<file path="src/hdl/timer_interrupt_controller_macros.svh">
// Assertion macros for the timer and interrupt controller.
// The macros pick up clk and rst_n from the module that uses them.
`ifndef TIMER_INTERRUPT_CONTROLLER_MACROS_SVH
`define TIMER_INTERRUPT_CONTROLLER_MACROS_SVH

`ifndef SYNTH
// Same-cycle implication.
`define TIC_ASSERT_IMPL(lbl, ante, cons, msg) \
    lbl: assert property (@(posedge clk) disable iff (!rst_n) (ante) |-> (cons)) \
        else $error(msg);
// Next-cycle implication.
`define TIC_ASSERT_NEXT(lbl, ante, cons, msg) \
    lbl: assert property (@(posedge clk) disable iff (!rst_n) (ante) |=> (cons)) \
        else $error(msg);
`else
`define TIC_ASSERT_IMPL(lbl, ante, cons, msg)
`define TIC_ASSERT_NEXT(lbl, ante, cons, msg)
`endif

`endif

</file>
<file path="src/hdl/tic_pkg.sv">
package tic_pkg;

    localparam int OP_W   = 3;
    localparam int BYTE_W = 8;
    localparam int MASK_W = 5;
    localparam int VEC_W  = 7;

    localparam int DEFAULT_CYCLE_SCALE = 4;

    // Operation codes
    localparam logic [OP_W-1:0] OP_TICK    = 3'd0;
    localparam logic [OP_W-1:0] OP_READ    = 3'd1;
    localparam logic [OP_W-1:0] OP_WRITE   = 3'd2;
    localparam logic [OP_W-1:0] OP_RAISE   = 3'd3;
    localparam logic [OP_W-1:0] OP_SERVICE = 3'd4;

    // Register addresses
    localparam logic [BYTE_W-1:0] ADDR_DIV  = 8'h04;
    localparam logic [BYTE_W-1:0] ADDR_TIMA = 8'h05;
    localparam logic [BYTE_W-1:0] ADDR_TMA  = 8'h06;
    localparam logic [BYTE_W-1:0] ADDR_TAC  = 8'h07;
    localparam logic [BYTE_W-1:0] ADDR_IF   = 8'h0F;
    localparam logic [BYTE_W-1:0] ADDR_IE   = 8'hFF;

    localparam logic [BYTE_W-1:0] UNMAPPED_RDATA = 8'hFF;

    // Reset values
    localparam logic [BYTE_W-1:0] DIV_RESET = 8'hAB;
    localparam logic [BYTE_W-1:0] TAC_RESET = 8'hF8;
    localparam logic [BYTE_W-1:0] IF_RESET  = 8'hE1;

    localparam int TAC_RUN_BIT = 2;
    localparam int TIMER_IRQ   = 2;

    localparam logic [VEC_W-1:0] VECTOR_BASE = 7'h40;

    localparam int DIV_UNITS      = 64;
    localparam int TIMER_UNITS_MAX = 256;

    // Timer input clock select, in cycle units before scaling
    function automatic logic [8:0] tic_rate(input logic [1:0] sel);
        logic [8:0] units;
        unique case (sel)
            2'd0: units = 9'd256;
            2'd1: units = 9'd4;
            2'd2: units = 9'd16;
            2'd3: units = 9'd64;
        endcase
        return units;
    endfunction

endpackage

</file>
<file path="src/hdl/timer_interrupt_controller.sv">
// Divider, timer and interrupt controller.
// Input channel (in_valid / in_stall) carries one operation per transfer: tick,
// register read, register write, interrupt raise or interrupt service. Output
// channel (out_valid / out_stall) returns exactly one result per input item.
// A non-tick item goes from the input transfer to the closing state, where its
// result is loaded into the output register and the input reopens.
// A tick runs one shared compare/subtract unit under a small sequencer: one
// divider step per cycle until the compare fails, then, when the timer runs,
// one counter step per cycle until the compare fails, then the closing state.
// One item is in work at a time; in_stall stays high from the transfer until
// the result is loaded into the output register. A new item is taken while a
// finished result still sits in the output register. When the receiver
// stalls, the output register holds and the sequencer waits in its closing
// state. Reset (rst_n low, async) empties the output register and loads DIV
// 0xAB, TAC 0xF8, IF 0xE1 and zeros in TIMA, TMA, IE and the accumulators; the
// timer period holds no value until TAC is written, and the result and output
// data registers hold none until first loaded.
`include "timer_interrupt_controller_macros.svh"

module timer_interrupt_controller #(
    parameter int CYCLE_SCALE = tic_pkg::DEFAULT_CYCLE_SCALE
) (
    input  logic                        clk,
    input  logic                        rst_n,
    input  logic                        in_valid,
    output logic                        in_stall,
    input  logic [tic_pkg::OP_W-1:0]    op,
    input  logic [tic_pkg::BYTE_W-1:0]  cycles,
    input  logic [tic_pkg::BYTE_W-1:0]  reg_addr,
    input  logic [tic_pkg::BYTE_W-1:0]  wdata,
    input  logic [tic_pkg::MASK_W-1:0]  raise_mask,
    input  logic                        master_enable,
    output logic                        out_valid,
    input  logic                        out_stall,
    output logic [tic_pkg::BYTE_W-1:0]  rdata,
    output logic                        taken,
    output logic [tic_pkg::VEC_W-1:0]   vector,
    output logic                        wake
);
    import tic_pkg::*;

    localparam int DivPeriod  = DIV_UNITS * CYCLE_SCALE;
    localparam int PeriodMax  = TIMER_UNITS_MAX * CYCLE_SCALE;
    localparam int DIV_ACC_W  = $clog2(DivPeriod + 256);
    localparam int PER_W      = $clog2(PeriodMax + 1);
    localparam int TMR_ACC_W  = $clog2(PeriodMax + 256);

    localparam logic [1:0] S_IDLE = 2'd0;
    localparam logic [1:0] S_DIV  = 2'd1;
    localparam logic [1:0] S_TMR  = 2'd2;
    localparam logic [1:0] S_DONE = 2'd3;

    logic [1:0]            state_reg, state_next;
    logic [BYTE_W-1:0]     div_reg, div_next;
    logic [DIV_ACC_W-1:0]  div_acc_reg, div_acc_next;
    logic [BYTE_W-1:0]     cnt_reg, cnt_next;
    logic [BYTE_W-1:0]     tma_reg, tma_next;
    logic [BYTE_W-1:0]     tac_reg, tac_next;
    logic [TMR_ACC_W-1:0]  tmr_acc_reg, tmr_acc_next;
    logic [PER_W-1:0]      tmr_period_reg, tmr_period_next;
    logic [BYTE_W-1:0]     if_reg, if_next;
    logic [BYTE_W-1:0]     ie_reg, ie_next;
    logic [BYTE_W-1:0]     units_reg, units_next;
    logic [BYTE_W-1:0]     res_rdata_reg, res_rdata_next;
    logic                  res_taken_reg, res_taken_next;
    logic [VEC_W-1:0]      res_vector_reg, res_vector_next;
    logic                  res_wake_reg, res_wake_next;
    logic                  out_valid_reg, out_valid_next;
    logic [BYTE_W-1:0]     rdata_reg, rdata_next;
    logic                  taken_reg, taken_next;
    logic [VEC_W-1:0]      vector_reg, vector_next;
    logic                  wake_reg, wake_next;

    // Shared compare/subtract unit
    logic                  unit_tmr;
    logic [TMR_ACC_W-1:0]  unit_a;
    logic [TMR_ACC_W-1:0]  unit_b;
    logic [TMR_ACC_W:0]    unit_diff;
    logic                  unit_ge;

    logic                  accept;
    logic                  out_free;
    logic [MASK_W-1:0]     pending;
    logic [2:0]            irq_sel;

    assign accept   = in_valid && (state_reg == S_IDLE);
    assign out_free = !out_valid_reg || !out_stall;

    assign unit_tmr  = (state_reg == S_TMR);
    assign unit_a    = unit_tmr ? tmr_acc_reg : TMR_ACC_W'(div_acc_reg);
    assign unit_b    = unit_tmr ? TMR_ACC_W'(tmr_period_reg) : TMR_ACC_W'(DivPeriod);
    assign unit_diff = {1'b0, unit_a} - {1'b0, unit_b};
    assign unit_ge   = !unit_diff[TMR_ACC_W];

    assign pending = ie_reg[MASK_W-1:0] & if_reg[MASK_W-1:0];

    // Lowest pending source wins
    always_comb
    begin
        irq_sel = 3'd0;
        for (int i = MASK_W - 1; i >= 0; i--)
        begin
            if (pending[i])
            begin
                irq_sel = 3'(i);
            end
        end
    end

    always_comb
    begin
        state_next      = state_reg;
        div_next        = div_reg;
        div_acc_next    = div_acc_reg;
        cnt_next        = cnt_reg;
        tma_next        = tma_reg;
        tac_next        = tac_reg;
        tmr_acc_next    = tmr_acc_reg;
        tmr_period_next = tmr_period_reg;
        if_next         = if_reg;
        ie_next         = ie_reg;
        units_next      = units_reg;
        res_rdata_next  = res_rdata_reg;
        res_taken_next  = res_taken_reg;
        res_vector_next = res_vector_reg;
        res_wake_next   = res_wake_reg;
        out_valid_next  = out_valid_reg && out_stall;
        rdata_next      = rdata_reg;
        taken_next      = taken_reg;
        vector_next     = vector_reg;
        wake_next       = wake_reg;

        unique case (state_reg)
            S_IDLE:
            begin
                if (accept)
                begin
                    res_rdata_next  = '0;
                    res_taken_next  = 1'b0;
                    res_vector_next = '0;
                    res_wake_next   = 1'b0;
                    state_next      = S_DONE;
                    unique case (op)
                        OP_TICK:
                        begin
                            units_next   = cycles;
                            div_acc_next = div_acc_reg + DIV_ACC_W'(cycles);
                            state_next   = S_DIV;
                        end
                        OP_READ:
                        begin
                            unique case (reg_addr)
                                ADDR_DIV:  res_rdata_next = div_reg;
                                ADDR_TIMA: res_rdata_next = cnt_reg;
                                ADDR_TMA:  res_rdata_next = tma_reg;
                                ADDR_TAC:  res_rdata_next = tac_reg;
                                ADDR_IF:   res_rdata_next = if_reg;
                                ADDR_IE:   res_rdata_next = ie_reg;
                                default:   res_rdata_next = UNMAPPED_RDATA;
                            endcase
                        end
                        OP_WRITE:
                        begin
                            unique case (reg_addr)
                                ADDR_DIV:  div_next = '0;
                                ADDR_TIMA: cnt_next = wdata;
                                ADDR_TMA:  tma_next = wdata;
                                ADDR_TAC:
                                begin
                                    tac_next        = wdata;
                                    tmr_period_next =
                                        PER_W'(32'(tic_rate(wdata[1:0])) * CYCLE_SCALE);
                                end
                                ADDR_IF:   if_next  = wdata;
                                ADDR_IE:   ie_next  = wdata;
                                default:   ;
                            endcase
                        end
                        OP_RAISE:
                        begin
                            if_next       = if_reg | BYTE_W'(raise_mask);
                            res_wake_next = |(ie_reg[MASK_W-1:0] & raise_mask);
                        end
                        OP_SERVICE:
                        begin
                            if (master_enable && (pending != '0))
                            begin
                                if_next[irq_sel] = 1'b0;
                                res_taken_next   = 1'b1;
                                res_vector_next  = VECTOR_BASE + VEC_W'({irq_sel, 3'b000});
                            end
                        end
                        default: ;
                    endcase
                end
            end
            S_DIV:
            begin
                if (unit_ge)
                begin
                    div_acc_next = unit_diff[DIV_ACC_W-1:0];
                    div_next     = div_reg + 8'd1;
                end
                else if (tac_reg[TAC_RUN_BIT])
                begin
                    tmr_acc_next = tmr_acc_reg + TMR_ACC_W'(units_reg);
                    state_next   = S_TMR;
                end
                else
                begin
                    state_next = S_DONE;
                end
            end
            S_TMR:
            begin
                if (unit_ge)
                begin
                    tmr_acc_next = unit_diff[TMR_ACC_W-1:0];
                    if (cnt_reg == 8'hFF)
                    begin
                        // Wrap: reload and raise the timer flag
                        cnt_next              = tma_reg;
                        if_next[TIMER_IRQ]    = 1'b1;
                        res_wake_next         = res_wake_reg | ie_reg[TIMER_IRQ];
                    end
                    else
                    begin
                        cnt_next = cnt_reg + 8'd1;
                    end
                end
                else
                begin
                    state_next = S_DONE;
                end
            end
            S_DONE:
            begin
                if (out_free)
                begin
                    out_valid_next = 1'b1;
                    rdata_next     = res_rdata_reg;
                    taken_next     = res_taken_reg;
                    vector_next    = res_vector_reg;
                    wake_next      = res_wake_reg;
                    state_next     = S_IDLE;
                end
            end
        endcase
    end

    always_ff @(posedge clk or negedge rst_n)
    begin
        if (!rst_n)
        begin
            state_reg     <= S_IDLE;
            div_reg       <= DIV_RESET;
            div_acc_reg   <= '0;
            cnt_reg       <= '0;
            tma_reg       <= '0;
            tac_reg       <= TAC_RESET;
            tmr_acc_reg   <= '0;
            if_reg        <= IF_RESET;
            ie_reg        <= '0;
            out_valid_reg <= 1'b0;
        end
        else
        begin
            state_reg     <= state_next;
            div_reg       <= div_next;
            div_acc_reg   <= div_acc_next;
            cnt_reg       <= cnt_next;
            tma_reg       <= tma_next;
            tac_reg       <= tac_next;
            tmr_acc_reg   <= tmr_acc_next;
            if_reg        <= if_next;
            ie_reg        <= ie_next;
            out_valid_reg <= out_valid_next;
        end
    end

    always_ff @(posedge clk)
    begin
        tmr_period_reg <= tmr_period_next;
        units_reg      <= units_next;
        res_rdata_reg  <= res_rdata_next;
        res_taken_reg  <= res_taken_next;
        res_vector_reg <= res_vector_next;
        res_wake_reg   <= res_wake_next;
        rdata_reg      <= rdata_next;
        taken_reg      <= taken_next;
        vector_reg     <= vector_next;
        wake_reg       <= wake_next;
    end

    assign in_stall  = (state_reg != S_IDLE);
    assign out_valid = out_valid_reg;
    assign rdata     = rdata_reg;
    assign taken     = taken_reg;
    assign vector    = vector_reg;
    assign wake      = wake_reg;

    `TIC_ASSERT_NEXT(a_non_tick_done, accept && (op != OP_TICK), state_reg == S_DONE, "non-tick item did not go straight to completion")
    `TIC_ASSERT_IMPL(a_timer_running, state_reg == S_TMR, tac_reg[TAC_RUN_BIT], "timer loop active while timer stopped")
    `TIC_ASSERT_IMPL(a_div_acc_bound, state_reg != S_DIV, div_acc_reg < DIV_ACC_W'(DivPeriod), "divider accumulator left at or above its period")
    `TIC_ASSERT_IMPL(a_vector_taken, out_valid_reg, taken_reg == (vector_reg != '0), "vector and taken disagree")

endmodule

</file>
<file path="config.mk">
export PLATFORM = sky130hd
export DESIGN_NAME = timer_interrupt_controller
export DESIGN_NICKNAME = d
export VERILOG_FILES = /design/src/hdl/tic_pkg.sv /design/src/hdl/timer_interrupt_controller.sv
export VERILOG_INCLUDE_DIRS = /design/src /design/src/hdl
export SDC_FILE = /design/constraint.sdc
export NUM_CORES = 1
export LEC_CHECK = 0
export BUFFER_PORTS_ARGS = -buffer_cell sky130_fd_sc_hd__buf_2
export CAP_MARGIN = 10
export CORE_ASPECT_RATIO = 1.1
export CORE_UTILIZATION = 24
export CTS_BUF_LIST = sky130_fd_sc_hd__clkbuf_8
export DETAILED_ROUTE_END_ITERATION = 7
export PLACE_DENSITY = 0.46
export SYNTH_ARGS = -nofsm -noshare
export SYNTH_HDL_FRONTEND = slang
export SYNTH_SLANG_ARGS = --single-unit
</file>
<file path="constraint.sdc">
create_clock -name clk -period 4.5 [get_ports clk]
set_input_delay 0.9 -clock clk [delete_from_list [all_inputs] [get_ports clk]]
set_output_delay 0.9 -clock clk [all_outputs]
set_load 0.02 [all_outputs]
</file>
==> results.yml, run 1 <==
die:
  die_h_um: 175
  coreArea_um2: 26900
  die_width_um: 160
  ioPinCount: 56
  start_util: 0.244
  dieArea_um2: 28000
  rows: 63
clock_network:
  cts_tree: "built"
  cts_max_path_buffers: 2
  cts_setup_buffers: 0
  clk_pin_slew_worst_paths_ns: 0.11
  holdBufCountCts: 0
  htree_levels: 3
  worstSkewPairLatency_ns: 0.42
  clock_sinks: 111
  cts_resized: 0
  root_buffer: "clkbuf_8"
  cts_buffers: 9
routing:
  remaining_drc_errors: 0
  wirelength_um: 17200
  postRouteAntennaNets: 0
  vias: 5013
  avgRoutedWirePerCell_um: 16.2
  vias_per_cell: 4.73
  first_pass_iters: 6
  drt_iter0_markers: 285
worst_setup_path:
  r2r_start: "state_reg[0]"
  critPathLaunch: "state_reg[0]"
  rrSetupSlack_ns: 0.83
  path_max_fanout: 23
  worst_ep_required_time_ns: 4.80
  reg2reg_to: "div_acc_reg[8]"
  worstSetupEndpointType: "flip-flop"
  ff2ff_path_depth: 13
  cp.arrival_ns: 3.97
  start_kind: "flip-flop"
  criticalPathCategory: "flip-flop to flip-flop"
synthesis:
  yosysMostFrequentCell: "nand2_1"
  yosys-top-cells-area: "dfrtp_1 (22%), edfxtp_1 (18%), mux2_2 (7.0%)"
  synthesis.area_um2: 6550
  ys_ff_latch: 111
  synth_top_area_share: 0.218
  ys_seq_area_frac: 0.457
  synth-async-reset-ratio: 0.640
  yosys.area.top_type: "dfrtp_1"
  ys_types: 63
  yosys-top-cells-count: "nand2_1 (60), a21oi_1 (57), dfrtp_1 (57)"
  synthCells: 647
  syn_area_per_cell_um2: 10.1
  yosys_warnings: 0
  synth_edf_count: 40
  synthFlopType: "dfrtp_1"
worst_hold_path:
  hp-start: "res_rdata_reg[1]"
  min_to: "rdata[1]"
  hold_path_depth: 0
  hp-class: "flip-flop to flip-flop"
layout:
  area_growth_pct: 14.0
  largest_reg_flops: 11
  diodes: 0
  final_nets: 765
  final_area_um2: 7470
  drive_gt1_frac: 0.214
  layout.cells.non_filler: 1059
global_route:
  grt-ovfl-total: 0
  grt_util_all_layers: 0.130
  grt_antenna_before_repair: 0
  grt_first_pass_wirelength_um: 28100
  grt_start_max_net_pins: 72
  grt_pass1_vias: 5152
timing:
  max_freq_mhz: 272
  whs_ns: 0.429
  fin_setup_tns_ns: 0
  slew_headroom: 0.339
  clock_skew_ns: 0.0172
  worst_pin_slew_ns: 0.991
  finalCritPeriodShare: 0.816
  hold_violations: 0
  rsz0062_at_grt: "false"
  setup_viol: 0
  finalMaxSlewViolations: 0
  setup_ws_ns: 0.829
  min_period_ns: 3.67
power_and_ir_drop:
  ir_drop_mv: 0.199
  leakage_nw: 2.95
  p_per_area_nw_per_um2: 593
placed_design:
  numPortBuffers: 52
  postPlaceCellArea_um2: 7240
  dp_hpwl_um: 12900
  place.gp.congestion: 0.816
  numPlacedInstances: 1043
  dp_slack_ns: 0.794
status:
  outcome: "complete, no violations"
run:
  maxCapViolCount: 0
[cells in the final DEF, fill, tap and decap left out, types with 5 or more instances in the layout]
master,synthesis,final
o21a_1,6,6
xnor2_1,17,17
inv_1,19,20
o211ai_1,6,6
dfrtp_1,57,57
buf_4,3,14
or3_1,5,5
a31oi_1,9,9
mux2i_1,19,19
o21ai_0,38,38
ha_1,29,29
nor3_1,7,7
edfxtp_1,40,40
nand3_1,23,23
buf_2,1,51
a211oi_1,6,6
nor2_1,53,53
nand4_1,7,7
clkbuf_8,0,9
a221oi_1,10,10
mux2_2,41,41
a22oi_1,5,5
and2_1,7,7
nand2_1,60,60
nand2b_1,5,5
nor2b_1,10,10
a21oi_1,57,57
dfstp_2,14,14
xor2_1,5,5
[per-layer routing]
| metal | vias up | wire [um] | track usage |
|---|---|---|---|
| li1 | 2494 | - | - |
| met1 | 2416 | 8020 | 0.169 |
| met2 | 80 | 8300 | 0.217 |
| met3 | 23 | 487 | 0.0165 |
| met4 | 0 | 369 | 0.0517 |
| met5 | - | 0 | 0 |
[power by group]
group / leakage, nW / total (mW) / internal (mW) / switching (mW)
Clock: 0.119 / 0.713 / 0.321 / 0.392
Sequential: 1.23 / 1.58 / 1.33 / 0.242
Combinational: 1.60 / 2.14 / 0.901 / 1.24
[stage by stage]
step	total power [mW]	utilization
floorplan	3.15	-
global placement	3.75	0.269
detailed placement	3.76	0.269
CTS	4.49	0.278
global route	4.81	0.278
finish	4.43	0.278
[worst max-delay path: stages, from the launching register on]
cell and delay, ns:
dfrtp_1 0.41, inv_1 0.16, ha_1 0.22, buf_4 0.27
mux2_2 0.37, ha_1 0.32, nor2_1 0.05, a21oi_1 0.24
o41ai_4 0.12, buf_4 0.22, a21oi_1 0.61, buf_4 0.29
mux2i_1 0.19, nand3b_1 0.08
[worst max-delay path by stage]
stage / endpoint / slack, ns / depth (start not counted)
5_1_grt: div_acc_reg[8] / 0.47 / 13
6_report: div_acc_reg[8] / 0.83 / 13
3_3_place_gp: div_acc_reg[8] / 0.90 / 13
2_1_floorplan: tmr_acc_reg[8] / 0.67 / 14
3_5_place_dp: div_acc_reg[8] / 0.79 / 13
4_1_cts: div_acc_reg[8] / 0.78 / 13
[cell type report]
class | instances | area [um2]
flip-flops and latches | 111 | 3000
repair buffers | 65 | 360
well taps | 357 | 447
multi-input cells | 491 | 3370
inverters | 19 | 71.3
clock buffers | 9 | 124
clock inverters | 7 | 104
fillers | 2841 | 19400
[kinds of logic after synthesis]
family                     count (synthesis)  synth area share
AOI/OAI and AO/OA                        169             0.167
xor gates and xnor gates                  22            0.0294
adders and majority gates                 31            0.0615
buffers and inverters                     47            0.0300
DFF                                      111             0.457
muxes                                     60            0.0995
other                                      1          0.000572
and+or+nand+nor                          206             0.155
(Power assumes the default switching activity.)
==> inputs of run 2 (changes only) <==
Clock period 4.5 ns to 3.85 ns, I/O delays scaled along.
==> run 2 against run 1 <==
Effect of this change:
- highest routed layer unchanged
- final area rose by 0.94%
- sequential share of layout area is 0.37 points lower
- fmax increased by 11%
- clock skew fell by 0.0051 ns
- core utilization increased by 0.26 points
- die area stayed put
- first-iteration DRC count down 4.9%
- register-to-register slack got worse by 0.30 ns
- worst hold slack better by 0.0010 ns
- combinational power increased by 19%
==> results.yml, run 2 (synthesis results as in run 1) <==
worst_setup_path:
  max_stage_delay_ns: 0.61
  worstSetupEndpointType: "flip-flop"
  cp.arrival_ns: 3.62
  criticalPathCategory: "flip-flop to flip-flop"
  path_max_fanout: 9
  start_kind: "flip-flop"
  path_cells: "inv_1 > ha_1 > mux2_2 > ha_1 > nor2_1 > a31oi_1 > o41ai_4 > a21oi_1 > buf_4 > mux2i_1 > nand3b_1"
  worst_ep_required_time_ns: 4.15
  critPathSlowestCell: "a21oi_1"
  crit_top_cell: "ha_1"
clock_network:
  cts_tree: "built"
  cts_max_path_buffers: 2
  cts_buffers: 9
  cts_resized: 0
  holdBufCountCts: 0
  htree_levels: 3
  root_buffer: "clkbuf_8"
  clock_sinks: 111
  cts_setup_buffers: 0
  clk_pin_slew_worst_paths_ns: 0.12
  worstSkewPairLatency_ns: 0.41
run:
  maxCapViolCount: 0
layout:
  layout.cells.non_filler: 1067
  area_growth_pct: 15.1
  nFillCells: 2803
  diodes: 0
  largest_reg_flops: 11
  mostFrequentLayoutCells: "nand2_1 (60), a21oi_1 (57), dfrtp_1 (57), nor2_1 (53), buf_2 (51)"
  drive_gt1_frac: 0.224
  final_nets: 773
  final_common_cell: "nand2_1"
global_route:
  grt_first_pass_wirelength_um: 27900
  grt_start_max_net_pins: 72
  grt_antenna_before_repair: 0
  grt_pass1_vias: 5005
  grt_util_all_layers: 0.128
  grt-ovfl-total: 0
die:
  rows: 63
  die_width_um: 160
  dieArea_um2: 28000
  start_util: 0.244
  ioPinCount: 56
  coreArea_um2: 26900
  die_h_um: 175
routing:
  drt_iter0_markers: 271
  first_pass_iters: 5
  avgRoutedWirePerCell_um: 16.2
  remaining_drc_errors: 0
  vias_per_cell: 4.75
  vias: 5064
  wirelength_um: 17300
  postRouteAntennaNets: 0
timing:
  finalMaxSlewViolations: 0
  worst_pin_slew_ns: 1.01
  hold_violations: 0
  rsz0062_at_grt: "false"
  setup_viol: 0
  clock_skew_ns: 0.0122
  max_freq_mhz: 301
  fin_setup_tns_ns: 0
  whs_ns: 0.430
  finalCritPeriodShare: 0.862
  min_period_ns: 3.32
  slew_headroom: 0.326
placed_design:
  numPortBuffers: 52
  dp_hpwl_um: 12900
  numPlacedInstances: 1051
  place.gp.congestion: 0.803
power_and_ir_drop:
  ir_drop_mv: 0.234
  p_per_area_nw_per_um2: 696
  leakage_nw: 2.99
  total_power_mw: 5.24
status:
  outcome: "complete, no violations"
worst_hold_path:
  hp-class: "flip-flop to flip-flop"
run 2: changes by cell type in the layout (fill, tap and decap cells not counted), sizes merged:
cell	previous run	this run
buf	65	73
inv	23	22
clkinv	1	2
run 2: layout make-up:
class	count	area [um2]	share of cell area
clock inverter	7	114	0.0151
tap	357	447	0.0593
multi-input combinational	491	3370	0.447
clock buffer	9	124	0.0164
sequential	111	3000	0.397
inverter	19	71.3	0.00946
timing repair buffer	73	420	0.0558
run 2: critical path: cells and delay by family, from the launching register on:
| family | cells | cell delay, ns |
|---|---|---|
| AOI/OAI and AO/OA | 3 | 1.05 |
| adders and majority gates | 2 | 0.58 |
| muxes | 2 | 0.55 |
| buffers and inverters | 2 | 0.46 |
| DFF | 1 | 0.42 |
| and+or+nand+nor | 2 | 0.15 |
run 2: worst paths after layout:
check,start,to,slack [ns],depth (start not counted)
worst max register to register,state_reg[0],div_acc_reg[8],0.53,11
min in group asynchronous,rst_n,if_reg[1],0.48,1
max in group asynchronous,rst_n,div_acc_reg[1],2.67,1
worst min register to register,res_vector_reg[5],vector[5],0.43,0
worst min-delay path,res_vector_reg[5],vector[5],0.43,0
worst max-delay path,state_reg[0],div_acc_reg[8],0.53,11
run 2: report_power, final:
group | switching, mW | internal [mW] | total, mW
clock network | 0.465 | 0.383 | 0.848
registers | 0.282 | 1.56 | 1.84
logic | 1.48 | 1.08 | 2.55
total | 2.22 | 3.02 | 5.24
run 2: layer usage:
layer  share of wire  vias up  global-route usage
met5               0        -                   0
met4           0.021        0              0.0477
met3           0.020       21              0.0177
met2            0.48       62               0.213
met1            0.48     2466               0.169
li1                -     2515                   -
run 2: through the flow:
step	worst slack (ns)	utilization	instance area (um2)
after floorplan	0.0184	-	6560
final	0.532	0.280	7540
after global placement	0.559	0.272	7300
after global routing	0.232	0.280	7540
after CTS	0.511	0.280	7540
after detailed placement	0.510	0.272	7300
==> inputs of run 3 (changes only) <==
Settings changed: RECOVER_POWER set to 50, SKIP_LAST_GASP set to 1.
==> run 3 against run 2 <==
Effect of this change:
- the flow now finishes with violations (capacitance limit, slew limit)
- global-route usage stayed put
- via count barely moved
- critical endpoint unchanged
- clock power about the same
- final area down 0.28%
- critical path type unchanged
- sequential share of layout area up 0.11 points
- sequential power is essentially flat
- clock skew hardly changed
- worst hold slack is essentially flat
- die area unchanged
==> results.yml, run 3 (synthesis results as in run 1) <==
worst_setup_path:
  crit_top_cell: "ha_1"
  r2r_start: "state_reg[0]"
  path_buf_inv: 2
  critPathLaunch: "state_reg[0]"
  path_delay_family: "compound AO/OA/AOI/OAI gates"
  max_stage_delay_ns: 0.61
  worst_ep_required_time_ns: 4.15
  criticalPathCategory: "flip-flop to flip-flop"
  start_kind: "flip-flop"
  reg2reg_to: "div_acc_reg[8]"
  critPathSlowestCell: "a21oi_1"
  path_cells: "inv_1 > ha_1 > mux2_2 > ha_1 > nor2_1 > a31oi_1 > o41ai_4 > a21oi_1 > buf_4 > mux2i_1 > nand3b_1"
  worstSetupEndpointType: "flip-flop"
  rrSetupSlack_ns: 0.53
  ff2ff_path_depth: 11
  path_max_fanout: 9
  cp.arrival_ns: 3.62
  cp.depth: 11
  crit_end: "div_acc_reg[8]"
global_route:
  grt_first_pass_wirelength_um: 27900
  grt-ovfl-total: 0
  grt_antenna_before_repair: 0
  grt_start_max_net_pins: 72
  grt_util_all_layers: 0.128
  grt_pass1_vias: 5005
routing:
  wirelength_um: 17400
  vias: 5061
  first_pass_iters: 5
  postRouteAntennaNets: 0
  drt_iter0_markers: 321
  remaining_drc_errors: 0
  vias_per_cell: 4.74
  avgRoutedWirePerCell_um: 16.3
clock_network:
  cts_resized: 0
  worstSkewPairLatency_ns: 0.41
  cts_buffers: 9
  cts_setup_buffers: 0
  clock_sinks: 111
  cts_max_path_buffers: 2
  clk_pin_slew_worst_paths_ns: 0.12
  root_buffer: "clkbuf_8"
  htree_levels: 3
  cts_tree: "built"
  holdBufCountCts: 0
timing:
  hold_violations: 0
  max_freq_mhz: 301
  clock_skew_ns: 0.0120
  setup_viol: 0
  finalMaxSlewViolations: 72
  rsz0062_at_grt: "false"
  slew_headroom: -0.311
  min_period_ns: 3.32
  worst_pin_slew_ns: 1.97
  fin_setup_tns_ns: 0
  finalCritPeriodShare: 0.862
status:
  failed_checks: "capacitance limit, slew limit"
  outcome: "finished with violations"
layout:
  nFillCells: 2811
  final_nets: 773
  area_growth_pct: 14.7
  drive_gt1_frac: 0.204
  diodes: 0
  mostFrequentLayoutCells: "nand2_1 (60), a21oi_1 (57), dfrtp_1 (57), nor2_1 (53), mux2_2 (41)"
  largest_reg_flops: 11
  final_common_cell: "nand2_1"
die:
  start_util: 0.244
  coreArea_um2: 26900
  rows: 63
  ioPinCount: 56
  dieArea_um2: 28000
  die_width_um: 160
  die_h_um: 175
placed_design:
  place.gp.congestion: 0.803
  numPortBuffers: 52
  dp_hpwl_um: 12900
worst_hold_path:
  hold_path_depth: 0
  hp-class: "flip-flop to flip-flop"
power_and_ir_drop:
  ir_drop_mv: 0.234
  leakage_nw: 2.95
  intPower_mw: 3.01
  p_per_area_nw_per_um2: 697
  total_power_mw: 5.24
  p_sw_frac: 0.425
  seq_power_share: 0.352
  p_switching_mw: 2.23
  p_comb_frac: 0.486
  power_frac_clock: 0.162
run:
  maxCapViolCount: 1
[run 3: cell count changes in the layout (fill, tap and decap cells not counted)]
cell	before	now
clkbuf_1	0	13
buf_4	22	20
clkbuf_2	0	1
dfstp_2	14	13
a21boi_0	0	1
buf_2	51	39
a21boi_1	1	0
dfstp_1	0	1
[run 3: worst min path at each step]
stage | start | to | slack, ns
after floorplan | res_rdata_reg[0] | rdata[0] | 0.40
after global placement | res_vector_reg[5] | vector[5] | 0.40
after detailed placement | res_vector_reg[5] | vector[5] | 0.40
after CTS | res_vector_reg[5] | vector[5] | 0.43
after global routing | res_vector_reg[5] | vector[5] | 0.44
final | res_vector_reg[5] | vector[5] | 0.43
[run 3: area by class of cell]
cell class | instances | area, um2 | area share
Timing Repair Buffer | 73 | 399 | 0.0531
Sequential cell | 111 | 3000 | 0.398
Clock inverter | 7 | 114 | 0.0151
Tap cell | 357 | 447 | 0.0594
Clock buffer | 9 | 124 | 0.0165
Inverter | 19 | 71.3 | 0.00949
Multi-Input combinational cell | 491 | 3370 | 0.448
[run 3: layer usage]
| layer | GRT usage | wire [um] | up-vias |
|---|---|---|---|
| met5 | 0 | 0 | - |
| met4 | 0.0477 | 382 | 0 |
| met3 | 0.0177 | 361 | 23 |
| met2 | 0.213 | 8300 | 63 |
| met1 | 0.169 | 8320 | 2461 |
| li1 | - | - | 2514 |
[run 3: metrics by stage]
| stage | area, um2 | util | hold slack [ns] | setup slack, ns | cells |
|---|---|---|---|---|---|
| finish | 7520 | 0.280 | 0.430 | 0.530 | 1067 |
| global placement | 7300 | 0.272 | 0.402 | 0.559 | 1051 |
| floorplan | 6560 | - | 0.400 | 0.0184 | 649 |
| CTS | 7540 | 0.280 | 0.432 | 0.511 | 1067 |
| detailed placement | 7300 | 0.272 | 0.405 | 0.510 | 1051 |
| global route | 7520 | 0.280 | 0.439 | 0.232 | 1067 |
[run 3: worst reg2reg max path: cells and delay by family, from the launching register on]
| kind | cells | cell delay [ns] |
|---|---|---|
| flops | 1 | 0.42 |
| mux | 2 | 0.56 |
| compound gates | 3 | 1.06 |
| simple gates | 2 | 0.15 |
| fa+ha+maj | 2 | 0.58 |
| buf+inv | 2 | 0.46 |
[run 3: power groups by stage]
stage               registers [mW]  logic (mW)  clock network (mW)
floorplan                     1.83        1.86                   0
global placement              1.88        2.55                   0
detailed placement            1.87        2.56                   0
CTS                           1.85        2.57               0.879
global route                  1.89        2.85               0.920
finish                        1.84        2.55               0.847
